==> config.mk <==
export PLATFORM = sky130hd
export DESIGN_NAME = gass_search
export DESIGN_NICKNAME = d
export VERILOG_FILES = /design/src/gass_pkg.sv /design/src/gass_search.sv
export SDC_FILE = /design/constraint.sdc
export NUM_CORES = 1
export LEC_CHECK = 0
export BUFFER_PORTS_ARGS = -buffer_cell sky130_fd_sc_hd__buf_2
export CAP_MARGIN = 10
export CORE_MARGIN = 3
export CORE_UTILIZATION = 35
export DETAILED_ROUTE_END_ITERATION = 8
export GPL_TIMING_DRIVEN = 0
export MAX_ROUTING_LAYER = met4
export SETUP_SLACK_MARGIN = 0.15
export SYNTH_ARGS = -nofsm -noshare
export SYNTH_HDL_FRONTEND = slang
export SYNTH_SLANG_ARGS = --single-unit
==> constraint.sdc <==
create_clock -name clk -period 3.9 [get_ports clk]
set_input_delay 0.78 -clock clk [delete_from_list [all_inputs] [get_ports clk]]
set_output_delay 0.78 -clock clk [all_outputs]
set_load 0.02 [all_outputs]
==> src/gass_pkg.sv <==
`timescale 1ns / 1ps
// ----------------------------------------------------------------------------
// Glyph atlas size search package
// Shared constants, storage types and the command and result records that
// pass between the loader at the top level and the search sequencer.
// ----------------------------------------------------------------------------
package gass_pkg;

    localparam int MAX_GLYPHS = 512;
    localparam int PAD_PIXELS = 2;

    localparam int CNT_W  = $clog2(MAX_GLYPHS + 1);
    localparam int ADDR_W = (MAX_GLYPHS > 1) ? $clog2(MAX_GLYPHS) : 1;

    localparam int IN_W  = 12;
    localparam int PIX_W = 8;
    localparam int DIM_W = 13;

    localparam int MAX_W      = 255 - PAD_PIXELS;
    localparam int MAX_H      = 255;
    localparam int START_SIZE = 128;
    localparam int LIMIT_SIZE = 2048;

    typedef logic [DIM_W-1:0]   dim_t;
    typedef logic [2*PIX_W-1:0] entry_t;

    typedef struct packed {
        logic             start;
        logic [CNT_W-1:0] count;
        logic             overflow;
        logic             mode;
    } search_cmd_t;

    typedef struct packed {
        logic done;
        dim_t width;
        dim_t height;
        logic fits;
        logic overflow;
    } search_res_t;

endpackage

==> src/gass_search.sv <==
`timescale 1ns / 1ps
// ----------------------------------------------------------------------------
// Atlas size search sequencer
// Runs shelf-packing trials over the stored glyphs, one glyph at a time,
// and grows the trial size until every glyph fits or the size passes the
// limit.
// ----------------------------------------------------------------------------
module gass_search (
    input  logic                    clk,
    input  logic                    rst_n,
    input  gass_pkg::search_cmd_t   cmd,
    input  logic                    res_take,
    output gass_pkg::search_res_t   res,
    output logic                    busy,
    output logic                    rd_en,
    output logic [gass_pkg::ADDR_W-1:0] rd_addr,
    input  gass_pkg::entry_t        rd_data
);
    import gass_pkg::*;

    typedef enum logic [6:0] {
        S_IDLE  = 7'b0000001,
        S_TRIAL = 7'b0000010,
        S_FETCH = 7'b0000100,
        S_PLACE = 7'b0001000,
        S_TEST  = 7'b0010000,
        S_GROW  = 7'b0100000,
        S_WIN   = 7'b1000000
    } state_t;

    // A result waiting to be taken is held in the idle state with done_reg set.
    state_t           state_reg, state_next;
    logic             done_reg, done_next;
    dim_t             tw_reg, tw_next;
    dim_t             th_reg, th_next;
    dim_t             pen_x_reg, pen_x_next;
    dim_t             pen_y_reg, pen_y_next;
    dim_t             rb_reg, rb_next;
    logic [CNT_W-1:0] idx_reg, idx_next;
    logic [CNT_W-1:0] cnt_reg, cnt_next;
    logic             mode_reg, mode_next;
    logic             ovf_reg, ovf_next;
    logic             fits_reg, fits_next;

    logic [PIX_W-1:0] gw;
    logic [PIX_W-1:0] gh;
    logic [DIM_W:0]   sum_x;
    logic [DIM_W:0]   bottom;
    logic [CNT_W-1:0] idx_inc;
    logic             over_limit;

    assign gw      = rd_data[PIX_W-1:0];
    assign gh      = rd_data[2*PIX_W-1:PIX_W];
    assign sum_x   = {1'b0, pen_x_reg} + (DIM_W+1)'(gw) + (DIM_W+1)'(PAD_PIXELS);
    assign bottom  = {1'b0, pen_y_reg} + (DIM_W+1)'(gh);
    assign idx_inc = idx_reg + CNT_W'(1);
    assign over_limit = (tw_reg > DIM_W'(LIMIT_SIZE)) || (th_reg > DIM_W'(LIMIT_SIZE));

    always_comb
    begin
        state_next = state_reg;
        done_next  = done_reg;
        tw_next    = tw_reg;
        th_next    = th_reg;
        pen_x_next = pen_x_reg;
        pen_y_next = pen_y_reg;
        rb_next    = rb_reg;
        idx_next   = idx_reg;
        cnt_next   = cnt_reg;
        mode_next  = mode_reg;
        ovf_next   = ovf_reg;
        fits_next  = fits_reg;
        rd_en      = 1'b0;

        unique case (state_reg)
            S_IDLE:
            begin
                if (done_reg)
                begin
                    if (res_take)
                    begin
                        done_next = 1'b0;
                    end
                end
                else if (cmd.start)
                begin
                    cnt_next   = cmd.count;
                    mode_next  = cmd.mode;
                    ovf_next   = cmd.overflow;
                    tw_next    = DIM_W'(START_SIZE);
                    th_next    = DIM_W'(START_SIZE);
                    state_next = S_TRIAL;
                end
            end
            S_TRIAL:
            begin
                pen_x_next = DIM_W'(PAD_PIXELS);
                pen_y_next = DIM_W'(PAD_PIXELS);
                rb_next    = DIM_W'(PAD_PIXELS);
                idx_next   = '0;
                if (over_limit)
                begin
                    fits_next  = 1'b0;
                    done_next  = 1'b1;
                    state_next = S_IDLE;
                end
                else if (cnt_reg == '0)
                begin
                    state_next = S_WIN;
                end
                else
                begin
                    state_next = S_FETCH;
                end
            end
            S_FETCH:
            begin
                rd_en      = 1'b1;
                state_next = S_PLACE;
            end
            S_PLACE:
            begin
                // A glyph that runs past the right edge opens a new row.
                if (sum_x > (DIM_W+1)'(tw_reg))
                begin
                    pen_x_next = DIM_W'(gw) + DIM_W'(2 * PAD_PIXELS);
                    pen_y_next = rb_reg + DIM_W'(PAD_PIXELS);
                end
                else
                begin
                    pen_x_next = sum_x[DIM_W-1:0];
                end
                state_next = S_TEST;
            end
            S_TEST:
            begin
                if (bottom > (DIM_W+1)'(th_reg))
                begin
                    state_next = S_GROW;
                end
                else
                begin
                    if (bottom > (DIM_W+1)'(rb_reg))
                    begin
                        rb_next = bottom[DIM_W-1:0];
                    end
                    idx_next   = idx_inc;
                    state_next = (idx_inc == cnt_reg) ? S_WIN : S_FETCH;
                end
            end
            S_GROW:
            begin
                if (th_reg < tw_reg)
                begin
                    th_next = {th_reg[DIM_W-2:0], 1'b0};
                end
                else
                begin
                    tw_next = {tw_reg[DIM_W-2:0], 1'b0};
                    if (!mode_reg)
                    begin
                        th_next = {1'b0, th_reg[DIM_W-1:1]};
                    end
                end
                state_next = S_TRIAL;
            end
            S_WIN:
            begin
                fits_next = 1'b1;
                if (mode_reg)
                begin
                    th_next = rb_reg + DIM_W'(rb_reg[0]);
                end
                done_next  = 1'b1;
                state_next = S_IDLE;
            end
            default:
            begin
                state_next = S_IDLE;
            end
        endcase
    end

    always_ff @(posedge clk or negedge rst_n)
    begin
        if (!rst_n)
        begin
            state_reg <= S_IDLE;
            done_reg  <= 1'b0;
            tw_reg    <= DIM_W'(START_SIZE);
            th_reg    <= DIM_W'(START_SIZE);
            pen_x_reg <= DIM_W'(PAD_PIXELS);
            pen_y_reg <= DIM_W'(PAD_PIXELS);
            rb_reg    <= DIM_W'(PAD_PIXELS);
            idx_reg   <= '0;
            cnt_reg   <= '0;
            mode_reg  <= 1'b0;
            ovf_reg   <= 1'b0;
            fits_reg  <= 1'b0;
        end
        else
        begin
            state_reg <= state_next;
            done_reg  <= done_next;
            tw_reg    <= tw_next;
            th_reg    <= th_next;
            pen_x_reg <= pen_x_next;
            pen_y_reg <= pen_y_next;
            rb_reg    <= rb_next;
            idx_reg   <= idx_next;
            cnt_reg   <= cnt_next;
            mode_reg  <= mode_next;
            ovf_reg   <= ovf_next;
            fits_reg  <= fits_next;
        end
    end

    assign rd_addr      = idx_reg[ADDR_W-1:0];
    assign busy         = (state_reg != S_IDLE) || done_reg;
    assign res.done     = done_reg;
    assign res.width    = tw_reg;
    assign res.height   = th_reg;
    assign res.fits     = fits_reg;
    assign res.overflow = ovf_reg;

endmodule

==> impl_metrics.toml, run 1 <==
[outcome]
outcome = "finished with violations"
violations = "negative setup slack"

[route]
detail-route-antenna-nets = 0
wirelength_microns = 18600
viasPerCell = 5.21
firstDrtPassIters = 4
wl_met3_microns = 598
routedLengthMet1_microns = 9000
vias = 5854
drc = 0
drt_iter0_drc = 378
met2_wirelength_microns = 8630
top_layer = "met4"
wl_per_cell_microns = 16.6

[synth]
synth_top_area_share_pct = 30.8
synth-seq-cells = 89
synth_edf_count = 0
yosysTopAreaCell = "dfrtp_1"
synth.avg_cell_area_sq_um = 9.02
yosysWarnings = 0
yosys_most_used_dff = "dfrtp_1"
synthesis.area_sq_mm = 0.00675
synth_cells = 749
synth.distinct_cells = 71
synthArstFlopShare_pct = 100
synthTopCellsByArea = "dfrtp_1 31%, ha_1 12%, xnor2_1 5.8%, o21ai_0 3.6%, nand2_1 3.2%"
synth.yosys.seq_area_share_pct = 33.1

[floorplanning]
rows = 50
ioPinCount = 72
start_util_pct = 35.9
die_h_microns = 145
die_area_sq_mm = 0.0210
core_sq_mm = 0.0188
dieWidth_microns = 145

[timing]
tightest_slew_ns = 0.838
setup_viol = 45
max-slew-margin-rel_pct = 43.4
fin_ws_ns = -0.235
finalMaxSlewViolations = 0
hold_ws_ns = 0.394
rsz0062_at_grt = "yes"
fmax_ghz = 0.242
hold_violations = 0
skew_ns = 0.00974
setup_tns_ns = -5.76
fin_crit_ns = 4.13
fin_crit_sh_pct = 106

[clocking]
cts_made_buffers = 9
clkTransAtPathRegs_ns = 0.06
insertion_delay_ns = 0.35
ctsHoldBuffers = 0
cts_tree = "done"
clock_sinks = 89
cts.path.max_buffers = 2
cts_root_buffer = "clkbuf_16"
ctsHtreeMaxLevel = 3

[worst_setup_path]
path_common_cell = "nand3_2"
required_ns = 4.15
crit_chain = "buf_8 > ha_4 > fa_2 > a21o_1 > a211oi_2 > nor2_2 > o41a_1 > nand3_2 > xnor2_4 > ha_1 > nand3_2 > nor3_4 > o31ai_2 > a32o_2 > nor4_4 > buf_6 > clkbuf_16 > nand2_1 > o31ai_1"
startpoint = "rd_data[8]"
critPathKind = "input port to flop"
setup.worst_path.end_class = "flop"
start_kind = "input port"
crit_path_top_delay_cell = "o41a_1"
worst_path_largest_cell_delay_ns = 0.45
worstPathArrival_ns = 4.38
timing.rr.start = "pen_x_reg[1]"
critPathMaxFanout = 6
r2r_setup_slack_ns = -0.17

[layout]
final_cell_mix = "83 x dfrtp_1, 63 x buf_2, 53 x ha_1"
final_common_cell = "dfrtp_1"
diodes = 0
drive_above_1_share_pct = 28.2
finalNonFillerCells = 1124
filler_cell_count = 1756
finalInstanceArea_sq_mm = 0.00869
syn2layout_area_growth_pct = 28.6
final_nets = 958

[global_route]
grtUsageTotal_pct = 18.4
grt_max_degree = 58
grt_overflow = 0
grt_pass1_wl_microns = 30600
antenna_found_initial = 0
grt_pass1_vias = 5908

[power]
combPwrFrac_pct = 58.7
p_per_area_mw_per_mm2 = 697
vdd_drop_max_mv = 0.439
switching_share_pct = 42.4
intPower_mw = 3.49
clockPowerShare_pct = 16.6
p_sw_mw = 2.57
p_seq_share_pct = 24.7
power.leakage_nw = 3.87

[placed_design]
dp_worst_setup_slack_ns = -0.975
placedCellCount = 1080
dp_hpwl_microns = 13700
port_buffers = 64
postPlaceCellArea_sq_mm = 0.00768
gp_congestion = 0.873

[run]
drv_cap = 0

[worst_hold_path]
min-delay-path-class = "input port to asynchronous set/reset pin"
-- worst max-delay path, delay by kind of cell --
family / cells / cell delay [ns]
buffers and inverters: 3 / 0.47
xor gates and xnor gates: 1 / 0.09
and+or+nand+nor: 6 / 0.84
AOI/OAI and AO/OA: 6 / 1.41
adders and majority gates: 3 / 0.79
-- routing by layer --
layer / vias up / track usage, %
met2: 122 / 28.9
met3: 25 / 2.44
met1: 2814 / 24.6
li1: 2893 / -
met5: - / -
met4: 0 / 6.51
-- worst paths after layout --
path	to	cells past startpoint
worst max-delay path	rb_reg[11]	19
max in group asynchronous	th_reg[7]	2
min in group clk	fits_reg	2
worst max register to register	pen_x_reg[6]	20
worst min-delay path	pen_x_reg[6]	1
worst min register to register	fits_reg	2
-- Yosys cell counts, types with 3 or more instances --
library cell   n
nor2b_1        4
nand4_1        9
o31ai_1       10
nor3_1        22
buf_2          4
clkbuf_1      20
a221o_1        5
inv_1         56
a22oi_1       10
o22ai_1        3
o21ai_0       49
nand2_1       57
and3_1        11
ha_1          65
xor2_1        14
buf_4         19
a21o_1         4
o21bai_1       3
and2_1         6
a22o_1         4
nor4_1         5
nand2b_1      11
o211ai_1      13
a21oi_1       31
mux2_2        15
nand3_1       31
xnor2_1       45
dfrtp_1       83
mux2i_1       18
dfstp_2        6
or2_2          3
nor2_1        48
a211oi_1       5
o21a_1         5
a31oi_1        6
-- layout make-up --
type,count,area [sq um],area share (%)
tap,260,325,3.74
clock inverter,4,95.1,1.09
multi-input combinational,564,4610,53.0
timing repair buffer,93,637,7.33
clock buffer,12,236,2.72
sequential,89,2230,25.7
inverter,56,218,2.51
buffer,46,335,3.86
-- power groups by stage --
stage / Sequential, mW / Clock, mW / Combinational, mW
floorplan: 1.47 / 0 / 2.14
global placement: 1.51 / 0 / 2.82
detailed placement: 1.51 / 0 / 2.87
CTS: 1.50 / 1.03 / 3.33
global route: 1.54 / 1.07 / 3.92
finish: 1.50 / 1.01 / 3.55
-- per-stage QoR --
stage               total power [mW]  utilization, %
floorplan                       3.61               -
detailed placement              4.38            40.8
finish                          6.06            46.1
global placement                4.33            40.6
global route                    6.53            46.1
CTS                             5.86            44.8
-- cells by family after synthesis --
group / Yosys count / synth area share (%)
AND/OR/NAND/NOR: 227 / 17.3
flip-flops: 89 / 33.1
buffers and inverters: 102 / 6.91
multiplexers: 34 / 5.39
adder cells (fa/ha/maj): 67 / 12.6
other: 1 / 0.0555
XOR/XNOR: 59 / 7.65
AO/OA/AOI/OAI: 170 / 17.0
-- repair_timing --
| item | 4_1_cts | 5_1_grt |
|---|---|---|
| setup buffers | 20 | 6 |
| resized for setup | 57 | 41 |
| pin swaps | 23 | 27 |
| cloned | 1 | 1 |
| endpoints found under the setup margin | 49 | 51 |
No activity file was read; power rests on OpenSTA's default activity.
==> run 2: changes to the inputs <==
--- a/config.mk
+++ b/config.mk
@@ -12,6 +12,7 @@
 export DETAILED_ROUTE_END_ITERATION = 8
 export GPL_TIMING_DRIVEN = 0
 export MAX_ROUTING_LAYER = met4
+export RECOVER_POWER = 25
 export SETUP_SLACK_MARGIN = 0.15
 export SYNTH_ARGS = -nofsm -noshare
 export SYNTH_HDL_FRONTEND = slang
==> run 2 against run 1 <==
- power barely moved
- non-clock buffer count unchanged
- global-route usage is the same
- critical endpoint unchanged
- highest routed layer unchanged
- clock skew about the same
- the run ends with max-capacitance violations, max-slew violations, negative setup slack left
- final cell count stayed put
- clock power about the same
- critical path depth unchanged
- sequential cell count is the same
==> impl_metrics.toml, run 2 (synthesized netlist as in run 1, its figures left out) <==
[clocking]
cts_root_buffer = "clkbuf_16"
insertion_delay_ns = 0.35
cts.path.max_buffers = 2
ctsHtreeMaxLevel = 3
clkTransAtPathRegs_ns = 0.06
clock_sinks = 89
cts_made_buffers = 9
cts_tree = "done"
ctsHoldBuffers = 0

[route]
viasPerCell = 5.23
detail-route-antenna-nets = 0
firstDrtPassIters = 4
drt_iter0_drc = 343
drc = 0
vias = 5873
wirelength_microns = 18600
wl_per_cell_microns = 16.6

[worst_setup_path]
path_common_cell = "nand3_2"
startpoint = "rd_data[8]"
setup.worst_path.end_class = "flop"
r2r_setup_slack_ns = -0.18
critPathTopFamily = "compound AO/OA/AOI/OAI gates"
crit_chain = "buf_8 > ha_4 > fa_2 > a21o_1 > a211oi_2 > nor2_2 > o41a_1 > nand3_2 > xnor2_4 > ha_1 > nand3_2 > nor3_4 > o31ai_2 > a32o_2 > nor4_4 > buf_6 > clkbuf_16 > nand2_1 > o31ai_1"
critPathMaxFanout = 6
worstPathArrival_ns = 4.38
cp-endpoint = "rb_reg[11]"
worst-path-stages = 19
start_kind = "input port"
r2r-end = "pen_x_reg[6]"
required_ns = 4.15
path_buf_inv = 3
critPathKind = "input port to flop"
crit_path_top_delay_cell = "o41a_1"
worstRegToRegCells = 20
worst_path_largest_cell_delay_ns = 0.45
timing.rr.start = "pen_x_reg[1]"

[timing]
skew_ns = 0.00950
fin_crit_sh_pct = 106
rsz0062_at_grt = "yes"
tightest_slew_ns = 1.95
fin_ws_ns = -0.229
setup_viol = 45
max-slew-margin-rel_pct = -30.1
hold_violations = 0
fmax_ghz = 0.242
hold_ws_ns = 0.495
finalMaxSlewViolations = 34
fin_crit_ns = 4.13

[floorplanning]
die_area_sq_mm = 0.0210
die_h_microns = 145
dieWidth_microns = 145
rows = 50
start_util_pct = 35.9
core_sq_mm = 0.0188
ioPinCount = 72

[outcome]
outcome = "finished with violations"
violations = "max-capacitance violations, max-slew violations, negative setup slack"

[power]
combPwrFrac_pct = 58.7
power_mw = 6.06
vdd_drop_max_mv = 0.440
clockPowerShare_pct = 16.6
p_sw_mw = 2.57
switching_share_pct = 42.5
p_seq_share_pct = 24.7
p_per_area_mw_per_mm2 = 700
power.leakage_nw = 3.86
intPower_mw = 3.49

[global_route]
grtUsageTotal_pct = 18.4
grt_pass1_wl_microns = 30600
antenna_found_initial = 0
grt_overflow = 0
grt_pass1_vias = 5908
grt_max_degree = 58

[placed_design]
port_buffers = 64
gp_congestion = 0.873
dp_hpwl_microns = 13700
dp_worst_setup_slack_ns = -0.975
placedCellCount = 1080

[layout]
finalNonFillerCells = 1124
final_nets = 958
fin_util_pct = 46.0
final_cell_mix = "83 x dfrtp_1, 63 x buf_2, 53 x ha_1"
syn2layout_area_growth_pct = 28.3
drive_above_1_share_pct = 28.1
final_common_cell = "dfrtp_1"
filler_cell_count = 1760
diodes = 0

[run]
drv_cap = 1

[worst_hold_path]
min-delay-path-class = "flop to flop"
==> run 2: metal layers <==
metal	part of all wire, %	track usage, %
met5	0	-
met4	2.3	6.51
met2	46	28.9
met1	48	24.6
met3	3.3	2.44
==> run 2: repair_timing <==
| item | CTS | global route |
|---|---|---|
| hold endpoints to repair | 0 | 0 |
| setup buffers | 20 | 6 |
| gates resized for setup | 57 | 41 |
| endpoints found under the setup margin | 49 | 51 |
| pin swaps | 23 | 27 |
| cloned | 1 | 1 |
==> run 2: power groups by stage <==
| stage | Sequential [mW] | Combinational, mW | Clock (mW) |
|---|---|---|---|
| after floorplan | 1.47 | 2.14 | 0 |
| after global placement | 1.51 | 2.82 | 0 |
| after detailed placement | 1.51 | 2.87 | 0 |
| after CTS | 1.50 | 3.33 | 1.03 |
| after global routing | 1.54 | 3.91 | 1.07 |
| final | 1.50 | 3.55 | 1.01 |
==> run 2: area by class of cell <==
| type | count | area, sq um | area share (%) |
|---|---|---|---|
| Timing Repair Buffer | 93 | 611 | 7.05 |
| Tap cell | 260 | 325 | 3.76 |
| Clock buffer | 12 | 236 | 2.73 |
| Multi-Input combinational cell | 564 | 4610 | 53.2 |
| Sequential cell | 89 | 2230 | 25.8 |
| Inverter | 56 | 218 | 2.51 |
| Clock inverter | 4 | 95.1 | 1.10 |
| Buffer | 46 | 335 | 3.87 |
==> run 2: worst min path at each step <==
stage / slack, ns / to / cells past startpoint / from
6_report: 0.50 / fits_reg / 2 / fits_reg
5_1_grt: 0.54 / ovf_reg / 1 / ovf_reg
4_1_cts: 0.39 / pen_x_reg[6] / 1 / rst_n
3_5_place_dp: 0.49 / fits_reg / 2 / fits_reg
3_3_place_gp: 0.48 / pen_x_reg[0] / 2 / pen_x_reg[0]
2_1_floorplan: 0.45 / fits_reg / 2 / fits_reg
==> run 2: worst register-to-register path: stages (launching register included) <==
cell	delay, ns
dfstp_2	0.52
inv_2	0.04
ha_4	0.20
inv_2	0.06
ha_4	0.14
inv_2	0.04
fa_2	0.37
nor2b_4	0.17
o2111ai_4	0.16
a31oi_4	0.20
nand3_2	0.11
xnor2_2	0.18
ha_4	0.30
nand3_4	0.07
nor4_4	0.30
o2111ai_2	0.19
a32oi_2	0.29
buf_6	0.18
buf_8	0.13
mux2i_1	0.23
a22o_1	0.15
==> run 2: stage by stage <==
stage	cell area, sq um	setup TNS, ns
global route	8660	-14.52
CTS	8430	-2.75
floorplan	7000	-3.05
finish	8660	-5.59
detailed placement	7680	-38.12
global placement	7650	-38.46
==> run 3: changes to the inputs <==
--- a/config.mk
+++ b/config.mk
@@ -5,11 +5,11 @@
 export SDC_FILE = /design/constraint.sdc
 export NUM_CORES = 1
 export LEC_CHECK = 0
-export BUFFER_PORTS_ARGS = -buffer_cell sky130_fd_sc_hd__buf_2
 export CAP_MARGIN = 10
 export CORE_MARGIN = 3
 export CORE_UTILIZATION = 35
 export DETAILED_ROUTE_END_ITERATION = 8
+export DONT_BUFFER_PORTS = 1
 export GPL_TIMING_DRIVEN = 0
 export MAX_ROUTING_LAYER = met4
 export RECOVER_POWER = 25
==> run 3 against run 2 <==
- the run ends with negative setup slack left
- register-to-register slack about the same
- power up 3.9%
- utilization down 0.60 points
- via count down 3.9%
- final cell count down 4.7%
- count of clock-buffer cells in the layout down 3
- critical path type is now flop to flop
- critical endpoint unchanged
- largest cell class unchanged
- largest power group unchanged
- highest routed layer unchanged
==> impl_metrics.toml, run 3 (synthesized netlist as in run 1, its figures left out) <==
[floorplanning]
core_sq_mm = 0.0188
dieWidth_microns = 145
die_h_microns = 145
rows = 50
start_util_pct = 35.9
die_area_sq_mm = 0.0210
ioPinCount = 72

[timing]
max-slew-margin-rel_pct = 36.5
fin_crit_ns = 4.08
skew_ns = 0.00977
fin_ws_ns = -0.178
finalMaxSlewViolations = 0
hold_ws_ns = 0.118
hold_violations = 0
setup_viol = 43
fin_crit_sh_pct = 105
rsz0062_at_grt = "yes"
fmax_ghz = 0.245
tightest_slew_ns = 0.951

[worst_setup_path]
worst_path_largest_cell_delay_ns = 0.48
crit_chain = "ha_4 > fa_2 > a21o_1 > a211oi_2 > nor2_2 > o41a_1 > xor2_2 > ha_1 > nand2_2 > nor3_4 > o31ai_2 > a32o_2 > nor4_4 > buf_4 > buf_12 > clkbuf_16 > nand2_1 > o31ai_1"
r2r-end = "rb_reg[11]"
timing.rr.start = "pen_y_reg[0]"
start_kind = "flop"
crit_path_top_delay_cell = "o41a_1"
worstRegToRegCells = 18
critPathTopFamily = "compound AO/OA/AOI/OAI gates"
r2r_setup_slack_ns = -0.18
startpoint = "pen_y_reg[0]"
path_buf_inv = 3
critPathMaxFanout = 6
setup.worst_path.end_class = "flop"
critPathKind = "flop to flop"
required_ns = 4.15
worst-path-stages = 18
worstPathArrival_ns = 4.33

[worst_hold_path]
min-delay-path-class = "input port to asynchronous set/reset pin"

[global_route]
grt_pass1_vias = 5786
grt_overflow = 0
grt_pass1_wl_microns = 30500
grtUsageTotal_pct = 18.3
grt_max_degree = 90
antenna_found_initial = 0

[layout]
drive_above_1_share_pct = 24.0
fin_util_pct = 45.4
diodes = 0
final_cell_mix = "83 x dfrtp_1, 54 x nand2_1, 51 x inv_1, 51 x ha_1, 47 x nor2_1"
finalNonFillerCells = 1071
syn2layout_area_growth_pct = 26.6
final_nets = 905
final_common_cell = "dfrtp_1"

[clocking]
cts.path.max_buffers = 2
cts_made_buffers = 9
insertion_delay_ns = 0.35
clock_sinks = 89
ctsHtreeMaxLevel = 3
cts_root_buffer = "clkbuf_16"
clkTransAtPathRegs_ns = 0.07
cts_tree = "done"

[outcome]
violations = "negative setup slack"
outcome = "finished with violations"

[route]
detail-route-antenna-nets = 0
wl_per_cell_microns = 17.4
vias = 5646
drc = 0
drt_iter0_drc = 391
firstDrtPassIters = 5
viasPerCell = 5.27
wirelength_microns = 18700

[power]
vdd_drop_max_mv = 0.277
power.leakage_nw = 3.67
power_mw = 6.29
p_per_area_mw_per_mm2 = 736

[placed_design]
gp_congestion = 0.863
dp_hpwl_microns = 13400
placedCellCount = 1015
port_buffers = 0

[run]
drv_cap = 0
-- run 3: through the flow --
step | worst slack, ns | TNS, ns | cell area (sq um)
floorplan | -0.234 | -3.05 | 7000
global placement | -0.804 | -30.50 | 7330
CTS | -0.140 | -3.29 | 8270
finish | -0.178 | -3.66 | 8550
detailed placement | -0.807 | -30.39 | 7330
global route | -0.353 | -12.96 | 8550
-- run 3: repair_timing --
item | in CTS | in global routing
setup buffers | 27 | 10
hold endpoints to repair | 0 | 0
resized for setup | 69 | 34
gates cloned | 1 | 2
hold buffers | 0 | 0
endpoints found under the setup margin | 49 | 51
pin swaps | 27 | 28
-- run 3: worst max path at each step --
stage	slack, ns	end
3_3_place_gp	-0.80	pen_x_reg[3]
3_5_place_dp	-0.81	pen_x_reg[3]
4_1_cts	-0.14	pen_x_reg[7]
2_1_floorplan	-0.23	rb_reg[1]
5_1_grt	-0.35	rb_reg[3]
6_report	-0.18	rb_reg[11]
-- run 3: power by group --
| group | switching (mW) | total (mW) | internal [mW] |
|---|---|---|---|
| Clock | 0.386 | 1.08 | 0.692 |
| Combinational | 1.84 | 3.64 | 1.80 |
| Sequential | 0.395 | 1.58 | 1.19 |
| Total | 2.62 | 6.29 | 3.68 |
-- run 3: layout make-up --
class	instances	area (sq um)
clock inverters	7	141
multi-input cells	564	4640
well taps	260	325
flip-flops and latches	89	2230
repair buffers	40	427
plain buffers	46	329
clock buffers	9	225
fillers	1745	10300
inverters	56	223
-- run 3: metal layers --
| layer | global-route usage, % | wire length (microns) |
|---|---|---|
| met5 | - | 0 |
| met3 | 3.65 | 941 |
| met1 | 24.3 | 8580 |
| met2 | 28.5 | 8810 |
| met4 | 5.42 | 348 |
